## src/rtl/core/sast_pkg.sv

```systemverilog
// Shared constants and types of the squared amplitude sum tree.
package sast_pkg;

    localparam int MAX_LEVELS = 10;
    localparam int DATA_BITS  = 16;

    localparam int LEAF_W = 16;
    localparam int CFG_W  = 4;
    localparam int POS_W  = MAX_LEVELS + 1;
    localparam int VAL_W  = 41;
    localparam int CNT_W  = MAX_LEVELS;
    localparam int SQ_W   = 2 * DATA_BITS;
    localparam int AW     = (MAX_LEVELS > 1) ? $clog2(MAX_LEVELS) : 1;
    localparam int LVL_W  = $clog2(MAX_LEVELS + 1);
    localparam int LEVELS_RESET = 10;

    localparam int OUT_DATA_BITS = POS_W + VAL_W;
    localparam int OUT_TDATA_W   = ((OUT_DATA_BITS + 7) / 8) * 8;

    // Write port of the pending sum memory.
    typedef struct packed {
        logic             we;
        logic [AW-1:0]    addr;
        logic [VAL_W-1:0] data;
    } t_psum_wr;

endpackage

```

## src/rtl/core/sast_psum_ram.sv

```systemverilog
// Pending left sum memory: one write port, one registered read port.
module sast_psum_ram (
    input  logic                        i_clk,
    input  sast_pkg::t_psum_wr          i_wr,
    input  logic [sast_pkg::AW-1:0]     i_raddr,
    output logic [sast_pkg::VAL_W-1:0]  o_rdata
);

    logic [sast_pkg::VAL_W-1:0] r_mem [sast_pkg::MAX_LEVELS];
    logic [sast_pkg::VAL_W-1:0] r_rdata;

    // Write side.
    always_ff @(posedge i_clk) begin
        if (i_wr.we) begin
            r_mem[i_wr.addr] <= i_wr.data;
        end
    end

    // Read side, registered.
    always_ff @(posedge i_clk) begin
        r_rdata <= r_mem[i_raddr];
    end

    assign o_rdata = r_rdata;

endmodule

```

## src/rtl/core/sast_square.sv

```systemverilog
// Leaf square unit: takes the magnitude of a signed leaf and squares it.
module sast_square (
    input  logic                           i_clk,
    input  logic                           i_load,
    input  logic [sast_pkg::DATA_BITS-1:0] i_raw,
    output logic [sast_pkg::SQ_W-1:0]      o_sq
);

    logic [sast_pkg::DATA_BITS-1:0] r_mag;
    logic [sast_pkg::DATA_BITS-1:0] n_mag;
    logic [sast_pkg::SQ_W-1:0]      r_sq;

    // Magnitude of the two's complement leaf; the most negative value fits unsigned.
    always_comb begin
        n_mag = i_raw[sast_pkg::DATA_BITS-1] ? (~i_raw + 1'b1) : i_raw;
    end

    always_ff @(posedge i_clk) begin
        if (i_load) begin
            r_mag <= n_mag;
        end
    end

    // Registered product; it holds while the magnitude holds.
    always_ff @(posedge i_clk) begin
        r_sq <= sast_pkg::SQ_W'(r_mag) * sast_pkg::SQ_W'(r_mag);
    end

    assign o_sq = r_sq;

endmodule

```

## src/rtl/core/squared_amplitude_sum_tree_core.sv

```systemverilog
// A leaf word is registered and leaves in the cycle after its input word is accepted.
// Each leaf passes through the accept, the square state and one level state per internal
// node it completes (trailing ones of its index, at most the depth); one memory read per level.
// It then parks its left sum and returns to idle; the leaf that completes the root parks none.
// Output stalls hold the walk; a new leaf is accepted only in idle, after the last one is done.
// Reset (synchronous, active low) clears the leaf counter, sets depth to 10 and
// empties the output register; the pending sum memory is not cleared.
module squared_amplitude_sum_tree_core (
    input  logic                              i_clk,
    input  logic                              i_rst_n,
    // Configuration: depth register.
    input  logic                              i_cfg_we,
    input  logic [sast_pkg::CFG_W-1:0]        i_cfg_wdata,
    // Input stream.
    input  logic                              s_axis_tvalid,
    output logic                              s_axis_tready,
    input  logic [sast_pkg::LEAF_W-1:0]       s_axis_tdata,   // [15:0] leaf_value
    // Output stream.
    output logic                              m_axis_tvalid,
    input  logic                              m_axis_tready,
    output logic [sast_pkg::OUT_TDATA_W-1:0]  m_axis_tdata,   // node_position, node_value, zeros
    output logic                              m_axis_tlast,   // run_last
    output logic                              m_axis_tuser    // tree_done
);

    typedef enum logic [2:0] {
        S_IDLE = 3'b001,
        S_SQR  = 3'b010,
        S_LVL  = 3'b100
    } t_state;

    t_state r_state, n_state;

    logic [sast_pkg::CFG_W-1:0] r_cfg;
    logic [sast_pkg::CNT_W-1:0] r_cnt, n_cnt;
    logic [sast_pkg::CNT_W-1:0] r_bits, n_bits;
    logic [sast_pkg::AW-1:0]    r_k, n_k;
    logic [sast_pkg::LVL_W-1:0] r_l, n_l;
    logic [sast_pkg::POS_W-1:0] r_pos, n_pos;
    logic [sast_pkg::VAL_W-1:0] r_sum, n_sum;

    logic                       r_ovalid, n_ovalid;
    logic [sast_pkg::POS_W-1:0] r_opos, n_opos;
    logic [sast_pkg::VAL_W-1:0] r_oval, n_oval;
    logic                       r_olast, n_olast;
    logic                       r_odone, n_odone;

    logic [sast_pkg::LVL_W-1:0] depth;
    logic [sast_pkg::POS_W-1:0] leaves;
    logic [sast_pkg::CNT_W-1:0] idx;
    logic [sast_pkg::CNT_W-1:0] bits_next;
    logic [sast_pkg::VAL_W-1:0] sum_op;
    logic [sast_pkg::VAL_W-1:0] node_sum;
    logic [sast_pkg::SQ_W-1:0]  sq;
    logic [sast_pkg::VAL_W-1:0] rdata;
    logic                       out_free;
    logic                       in_acc;
    logic                       top_lvl;
    sast_pkg::t_psum_wr         psum_wr;

    // Depth in use, clamped to one through the maximum.
    always_comb begin
        if (r_cfg == '0) begin
            depth = sast_pkg::LVL_W'(1);
        end else if (32'(r_cfg) > sast_pkg::MAX_LEVELS) begin
            depth = sast_pkg::LVL_W'(sast_pkg::MAX_LEVELS);
        end else begin
            depth = sast_pkg::LVL_W'(r_cfg);
        end
        leaves = sast_pkg::POS_W'(1) << depth;
        idx    = r_cnt & sast_pkg::CNT_W'(leaves - 1'b1);
    end

    assign out_free      = !r_ovalid || m_axis_tready;
    assign s_axis_tready = (r_state == S_IDLE) && out_free;
    assign in_acc        = s_axis_tvalid && s_axis_tready;

    sast_square u_square (
        .i_clk  (i_clk),
        .i_load (in_acc),
        .i_raw  (s_axis_tdata[sast_pkg::DATA_BITS-1:0]),
        .o_sq   (sq)
    );

    sast_psum_ram u_psum (
        .i_clk   (i_clk),
        .i_wr    (psum_wr),
        .i_raddr (n_k),
        .o_rdata (rdata)
    );

    // The running sum starts from the square at the bottom level.
    assign sum_op    = (r_k == '0) ? sast_pkg::VAL_W'(sq) : r_sum;
    assign node_sum  = rdata + sum_op;
    assign bits_next = r_bits >> 1;
    assign top_lvl   = (sast_pkg::LVL_W'(r_k) + 1'b1) == r_l;

    // Sequencer: accept a leaf, square it, then walk up the levels.
    // Reads run one level ahead; the only write ends a leaf, so no access overlaps.
    always_comb begin
        n_state  = r_state;
        n_cnt    = r_cnt;
        n_bits   = r_bits;
        n_k      = r_k;
        n_l      = r_l;
        n_pos    = r_pos;
        n_sum    = r_sum;
        n_ovalid = r_ovalid && !m_axis_tready;
        n_opos   = r_opos;
        n_oval   = r_oval;
        n_olast  = r_olast;
        n_odone  = r_odone;
        psum_wr  = '{we: 1'b0, addr: r_k, data: sum_op};

        case (r_state)
            S_IDLE: begin
                n_k = '0;
                if (in_acc) begin
                    n_bits   = idx;
                    n_l      = depth;
                    n_pos    = leaves | sast_pkg::POS_W'(idx);
                    n_cnt    = (idx + 1'b1) & sast_pkg::CNT_W'(leaves - 1'b1);
                    n_ovalid = 1'b1;
                    n_opos   = leaves | sast_pkg::POS_W'(idx);
                    n_oval   = sast_pkg::VAL_W'(s_axis_tdata[sast_pkg::DATA_BITS-1:0]);
                    n_olast  = !idx[0];
                    n_odone  = 1'b0;
                    n_state  = S_SQR;
                end
            end
            S_SQR: begin
                n_k     = '0;
                n_state = S_LVL;
            end
            S_LVL: begin
                if (!r_bits[0]) begin
                    // Left child: park the sum for its sibling.
                    psum_wr.we = 1'b1;
                    n_k        = '0;
                    n_state    = S_IDLE;
                end else if (out_free) begin
                    // Right child: the parent is complete.
                    n_sum    = node_sum;
                    n_pos    = r_pos >> 1;
                    n_bits   = bits_next;
                    n_ovalid = 1'b1;
                    n_opos   = r_pos >> 1;
                    n_oval   = node_sum;
                    n_olast  = top_lvl || !bits_next[0];
                    n_odone  = (r_pos >> 1) == sast_pkg::POS_W'(1);
                    if (top_lvl) begin
                        n_k     = '0;
                        n_state = S_IDLE;
                    end else begin
                        n_k = r_k + 1'b1;
                    end
                end
            end
            default: begin
                n_state = S_IDLE;
                n_k     = '0;
            end
        endcase
    end

    // Control registers.
    always_ff @(posedge i_clk) begin
        if (!i_rst_n) begin
            r_state  <= S_IDLE;
            r_cfg    <= sast_pkg::CFG_W'(sast_pkg::LEVELS_RESET);
            r_cnt    <= '0;
            r_k      <= '0;
            r_ovalid <= 1'b0;
        end else begin
            r_state  <= n_state;
            r_k      <= n_k;
            r_ovalid <= n_ovalid;
            if (i_cfg_we) begin
                r_cfg <= i_cfg_wdata;
                r_cnt <= '0;
            end else begin
                r_cnt <= n_cnt;
            end
        end
    end

    // Payload registers.
    always_ff @(posedge i_clk) begin
        r_bits  <= n_bits;
        r_l     <= n_l;
        r_pos   <= n_pos;
        r_sum   <= n_sum;
        r_opos  <= n_opos;
        r_oval  <= n_oval;
        r_olast <= n_olast;
        r_odone <= n_odone;
    end

    assign m_axis_tvalid = r_ovalid;
    assign m_axis_tdata  = sast_pkg::OUT_TDATA_W'({r_oval, r_opos});
    assign m_axis_tlast  = r_olast;
    assign m_axis_tuser  = r_odone;

endmodule

```

## config.mk

```make
export PLATFORM = sky130hd
export DESIGN_NAME = squared_amplitude_sum_tree_core
export DESIGN_NICKNAME = d
export VERILOG_FILES = /design/src/rtl/core/sast_pkg.sv /design/src/rtl/core/sast_psum_ram.sv /design/src/rtl/core/sast_square.sv /design/src/rtl/core/squared_amplitude_sum_tree_core.sv
export SDC_FILE = /design/constraint.sdc
export NUM_CORES = 1
export LEC_CHECK = 0
export ABC_AREA = 0
export BUFFER_PORTS_ARGS = -buffer_cell sky130_fd_sc_hd__buf_2
export CORE_AREA = 4 4 292 294
export CTS_BUF_LIST = sky130_fd_sc_hd__clkbuf_2
export DETAILED_ROUTE_END_ITERATION = 6
export DIE_AREA = 0 0 296 298
export GPL_TIMING_DRIVEN = 0
export PLACE_DENSITY_LB_ADDON = 0.3
export SETUP_SLACK_MARGIN = 0.4
export SKIP_CTS_REPAIR_TIMING = 1
export SLEW_MARGIN = 20
export SYNTH_ARGS = -nofsm -noshare
export SYNTH_HDL_FRONTEND = slang
export SYNTH_SLANG_ARGS = --single-unit
```

## constraint.sdc

```tcl
create_clock -name i_clk -period 8.1 [get_ports i_clk]
set_input_delay 1.62 -clock i_clk [delete_from_list [all_inputs] [get_ports i_clk]]
set_output_delay 1.62 -clock i_clk [all_outputs]
set_load 0.05 [all_outputs]
```

# After elaboration in Yosys (flattened, before gate mapping)
# Memories as Yosys holds them, arrays and structs flattened. A register that Yosys moved wholly into a read port is not among the register bits.
# Index checks and enable logic that the tools add are counted.
totals:
  reg_bits: 179
  ram_bits: 410
  out_inout_bits: 60
  word_cells: 99
  mem_count: 1
memory_table:
  columns: ["name", "depth", "word_bits", "read_ports", "rd_clocked_by_memory_dff", "write_ports", "line_no", "rtl"]
  rows:
  - ["u_psum.r_mem", 10, 41, 1, 1, 1, "sast_psum_ram.sv:9", "logic [sast_pkg::VAL_W-1:0] r_mem [sast_pkg::MAX_LEVELS];"]
classes:
  addsub: 5
  mul: 1
  order_cmp: 1
  n_eq_ne: 10
  n_shift: 1
  n_mux: 41
  bitwise: 5
  reduce_logical: 18
ops:
  columns: ["operator", "count"]
  rows:
  - ["$mux W41", 4]
  - ["$pmux W41 S2", 1]
  - ["$add A41 B41 Y41", 1]
  - ["$mux W11", 3]
  - ["$mul A16 B16 Y32", 1]
  - ["$mux W10", 3]
  - ["$mux W4", 6]
  - ["$pmux W11 S2", 1]
  - ["$and A10 B10 Y10", 2]
  - ["$pmux W10 S2", 1]
  - ["$add A16 B1 Y16 const B", 1]
  - ["$not A16 Y16", 1]
  - ["$mux W15", 1]
  - ["$mux W1", 13]
  - ["$mux W3", 4]
  - ["$or A11 B10 Y11", 1]
  - ["$shl A1 B4 Y11 const A", 1]
  - ["$add A10 B1 Y10 const B", 1]
  - ["$eq A10 B1 Y1 const B", 1]
  - ["$sub A10 B1 Y10 const B", 1]
  - ["$pmux W3 S3", 1]
  - ["$logic_not A4 Y1", 2]
  - ["$ne A2 B2 Y1 const B", 3]
  - ["$ne A3 B3 Y1 const B", 2]
  - ["other kinds (16)", 26]

# Longest topological paths before layout
logic_depth:
  depth_word: 9
  ltp_mapped: 25
  ltp_nobuf: 23

# Hierarchy
# Synthesis repeated with hierarchy kept, for this count alone.
hier_totals:
  hier_cells: 2711
  hier_area_um2: 34364.2
by_module_without_submodules:
  columns: ["mod", "n_inst", "cells_per_inst", "area_each_um2"]
  rows:
  - ["sast_psum_ram", 1, 890, 17022.6]
  - ["sast_square", 1, 984, 9043.7]
  - ["squared_amplitude_sum_tree_core", 1, 837, 8298.0]

# Worst setup path after synthesis
# OpenSTA, ideal clock, no wires.
synth_timing:
  path_kind: "register -> register"
  startpoint: "reg u_square.r_mag[1] (netlist name)"
  endpoint: "reg u_square.r_sq (netlist bit u_square.o_sq[22])"
  setup_ps: 119
  arrival_ps: 6033
  setup_slack_ps: 1948
  path_stages_with_launch: 25
  path_buffers: 2
  synth_period_minus_slack_ps: 6152
  path_cell_list: "edfxtp_1 > clkbuf_1 > clkbuf_1 > and2_1 > fa_1 > inv_1 > fa_1 > inv_1 > fa_1 > inv_1 > fa_1 > inv_1 > fa_1 > inv_1 > fa_1 > inv_1 > ha_1 > o21a_1 > o21ai_0 > a2111oi_0 > nor3_1 > o21a_1 > o31ai_1 > a21oi_1 > xnor2_1"
synth_via:
  elab_chain_cells: 1
synth_lines:
  columns: ["item", "line_no", "rtl"]
  rows:
  - ["start, declared", "sast_square.sv:9", "logic [sast_pkg::DATA_BITS-1:0] r_mag;"]
  - ["start signal, assigned", "sast_square.sv:20", "r_mag <= n_mag;"]
  - ["$mul A16 B16 Y32", "sast_square.sv:26", "r_sq <= sast_pkg::SQ_W'(r_mag) * sast_pkg::SQ_W'(r_mag);"]
  - ["end signal, assigned", "sast_square.sv:26", null]
  - ["end, declared", "sast_square.sv:11", "logic [sast_pkg::SQ_W-1:0] r_sq;"]
# Every way passes these cells.
# A chain may end at the register's enable or synchronous reset.

# Final worst setup path
layout_timing:
  startpoint: "reg u_square.r_mag[1] (netlist name)"
  endpoint: "reg u_square.r_sq (netlist bit u_square.o_sq[30])"
# The elaborated chain is that of the path after synthesis.

==> impl_metrics.yaml <==
global_route:
  grt_pass1_vias: 22410
  grt_max_degree: 38
  antenna_found_initial: 4
  grt_overflow_total: 0
  grtUsageTotal_pct: 20.24
  grt_pass1_wl_mm: 134.1
synth:
  synth_cell_types: 82
  synthFlopType: "edfxtp_1"
  ys_ff_latch: 629
  syn_inst: 2513
  synthArstFlopShare_pct: 0
  synth.avg_cell_area_um2: 13.07
  ys_seq_area_share_pct: 54.63
  yosys_warnings: 0
  mappedNetlistArea_mm2: 0.03285
  synth_top_area_share_pct: 48.90
  yosys.area.top_type: "edfxtp_1"
  synth_area_leaders: "edfxtp_1, fa_1, dfxtp_1, ha_1, inv_1"
  synth_edf_count: 535
cts:
  insertion_delay_ns: 1.40
  tritoncts: "built"
  htree_levels: 4
  clk_pin_slew_worst_paths_ns: 0.10
  cts_made_buffers: 154
  clk_path_buf_depth: 3
  root_buffer: "clkbuf_2"
  cts.sinks: 629
floorplanning:
  rows: 106
  start_util_pct: 39.63
  design.core.area_mm2: 0.08289
  ioPinCount: 85
  dieWidth_um: 296
  dieArea_mm2: 0.08821
  die_h_um: 298
setup_path:
  crit_slowest_cell: "a2111oi_1"
  required_ns: 9.29
  start_kind: "flop"
  regToRegSetupSlack_ns: 0.66
  end_kind: "flop"
  cp_max_fo: 10
  cp_cell_sequence: "clkbuf_1, clkbuf_1, and2_1, fa_1, inv_1, fa_1, inv_1, fa_1, inv_1, fa_1, inv_1, fa_1, inv_1, fa_1, inv_1, ha_1, o21a_1, o21ai_0, a2111oi_1, o31ai_1, a21oi_1, nor3_1, nor3_1, xor2_1"
  crit_type: "flop to flop"
  worstPathArrival_ns: 8.63
  cp_slowest_stage_delay_ns: 0.76
finish:
  drive_gt1_share_pct: 16.83
  fin_nets: 3112
  syn_to_final_growth_pct: 11.66
placed_design:
  gp_congestion: 0.9039
  port_buffers: 79
  dpl.hpwl_mm: 63.74
min_path:
  hold_path.class: "flop to flop"
sta:
  final_max_slew_viol_count: 0
  slew_headroom_pct: 25.38
  finalCritPeriodShare_pct: 91.79
  setup_violations: 0
  clock-skew-final_ns: 0.1568
  period_needed_ns: 7.435
  final_hold_viol_count: 0
  fmax_mhz: 134.5
  tightest_slew_ns: 1.119
  rsz0062_at_grt: "yes"
  fin_setup_tns_ns: 0
  hold_ws_ns: 0.4631
route:
  dr_total_vias: 21410
  viasPerCell: 5.380
  wl_met2_mm: 41.54
  wl_per_cell_um: 22.28
  drt_pass1_iterations: 5
  drc: 0
  wl_met3_mm: 6.225
  drt-total-wl_mm: 88.63
  drtIter0Drc: 1720
  ant_nets: 0
  highest_layer: "met4"
  met1_length_mm: 38.03
power:
  p_per_area_mw_per_mm2: 401.9
  ir_drop_uv: 599.7
  p_leak_nw: 14.54
flow_run:
  max_cap_viol_count: 0
outcome:
  status: "complete, no violations"
[logic make-up (layout without fill, tap and decap cells)]
logic type | count (synthesis) | in the layout | share of synthesized area, %
AO/OA/AOI/OAI | 392 | 392 | 8.699
XOR/XNOR | 93 | 93 | 2.525
adder cells (fa/ha/maj) | 313 | 313 | 15.65
buffers and inverters | 398 | 775 | 5.092
flip-flops | 629 | 629 | 54.63
multiplexers | 83 | 83 | 4.509
other | 2 | 11 | 0.02286
AND/OR/NAND/NOR | 603 | 603 | 8.878
[cell usage in the layout, fill, tap and decap left out, types with 10 or more instances in the layout]
| master | netlist | routed |
|---|---|---|
| edfxtp_1 | 535 | 535 |
| inv_1 | 286 | 286 |
| clkbuf_2 | 1 | 233 |
| nand2_1 | 233 | 232 |
| fa_1 | 163 | 163 |
| ha_1 | 150 | 150 |
| o221ai_1 | 118 | 118 |
| nor2_1 | 117 | 107 |
| dfxtp_1 | 94 | 94 |
| buf_2 | 14 | 93 |
| a21oi_1 | 71 | 71 |
| clkbuf_1 | 67 | 66 |
| xnor2_1 | 60 | 60 |
| o21ai_0 | 60 | 60 |
| and2_1 | 54 | 54 |
| nand4_1 | 51 | 51 |
| mux2_2 | 35 | 35 |
| xor2_1 | 31 | 31 |
| a21o_1 | 31 | 31 |
| nand3_1 | 27 | 27 |
| nor3_1 | 26 | 26 |
| mux4_1 | 25 | 25 |
| nor2b_1 | 23 | 23 |
| clkinv_1 | 2 | 23 |
| nand2b_1 | 22 | 22 |
| mux4_2 | 16 | 16 |
| buf_12 | 2 | 14 |
| o21a_1 | 13 | 13 |
| buf_6 | 11 | 12 |
| a211oi_1 | 11 | 11 |
| or3_1 | 11 | 11 |
| nor2_4 | 0 | 10 |
[critical path: cells and delay by family, from the launching register on]
kind / cells / cell delay, ns
buf+inv: 8 / 0.97
xor+xnor: 1 / 0.45
fa+ha+maj: 7 / 3.39
flops: 1 / 0.38
compound gates: 5 / 1.58
simple gates: 3 / 0.59
[layer usage]
metal	vias up	track usage, %
met5	-	0
met4	0	7.671
met3	163	4.562
met2	804	31.74
met1	10720	27.57
li1	9722	-
[synthesized netlist by cell type, drive strengths merged, types with 5 or more instances]
master / number
edfxtp: 535
inv: 286
nand2: 233
fa: 163
ha: 150
o221ai: 123
nor2: 118
dfxtp: 94
a21oi: 71
clkbuf: 68
xnor2: 62
o21ai: 60
and2: 54
nand4: 51
buf: 42
mux4: 41
mux2: 35
a21o: 31
xor2: 31
nor3: 28
nand3: 27
nor2b: 24
nand2b: 22
o21a: 13
a31oi: 12
a211oi: 11
or3: 11
o31ai: 9
mux2i: 7
o211ai: 7
a31o: 6
and3: 6
nand3b: 6
o21bai: 6
or2: 5
[per-stage QoR]
| stage | power, mW | area [µm²] | util, % | cells | setup WS, ns |
|---|---|---|---|---|---|
| finish | 14.74 | 36680 | 44.26 | 3979 | 0.6648 |
| global route | 16.00 | 36680 | 44.25 | 3978 | 0.3847 |
| CTS | 14.81 | 36660 | 44.23 | 3973 | 0.2581 |
| detailed placement | 12.54 | 35220 | 42.49 | 3698 | 0.2255 |
| global placement | 12.54 | 34610 | 41.75 | 3675 | 0.2666 |
| floorplan | 9.984 | 32860 | - | 2516 | 1.948 |
[report_power, final]
| part | switching [mW] | total [mW] | internal (mW) | leakage, nW |
|---|---|---|---|---|
| registers | 0.0576 | 4.04 | 3.98 | 5.74 |
| clock network | 1.31 | 2.15 | 0.840 | 1.09 |
| logic | 5.33 | 8.55 | 3.22 | 7.71 |
[worst paths after layout]
path                                          end              start  cells after the start
worst max-delay path            u_square.o_sq[30]  u_square.r_mag[1]                     24
worst min-delay path             u_square.o_sq[0]  u_square.r_mag[0]                      0
worst max register to register  u_square.o_sq[30]  u_square.r_mag[1]                     24
worst min register to register   u_square.o_sq[0]  u_square.r_mag[0]                      0
[registers in the layout (all words and copies together), names as in the netlist]
name,flops
u_square.o_sq,31
r_oval,41
r_opos,11
r_state,3
r_k,4
r_l,4
m_axis_tvalid,1
r_cfg,4
r_cnt,10
u_square.r_mag,16
u_psum.o_rdata,41
u_psum.r_mem,410
m_axis_tuser,1
r_sum,41
m_axis_tlast,1
r_bits,10
[final cells by class]
type	count	area, µm²
fill	7670	46210
sequential	629	17950
multi-input combinational	1489	13340
tap	1080	1351
clock buffer	231	1156
inverter	288	1086
timing repair buffer	102	909.6
buffer	110	593.1
clock inverter	44	284.0
antenna	6	15.01
No activity file was read; power rests on OpenSTA's default activity.
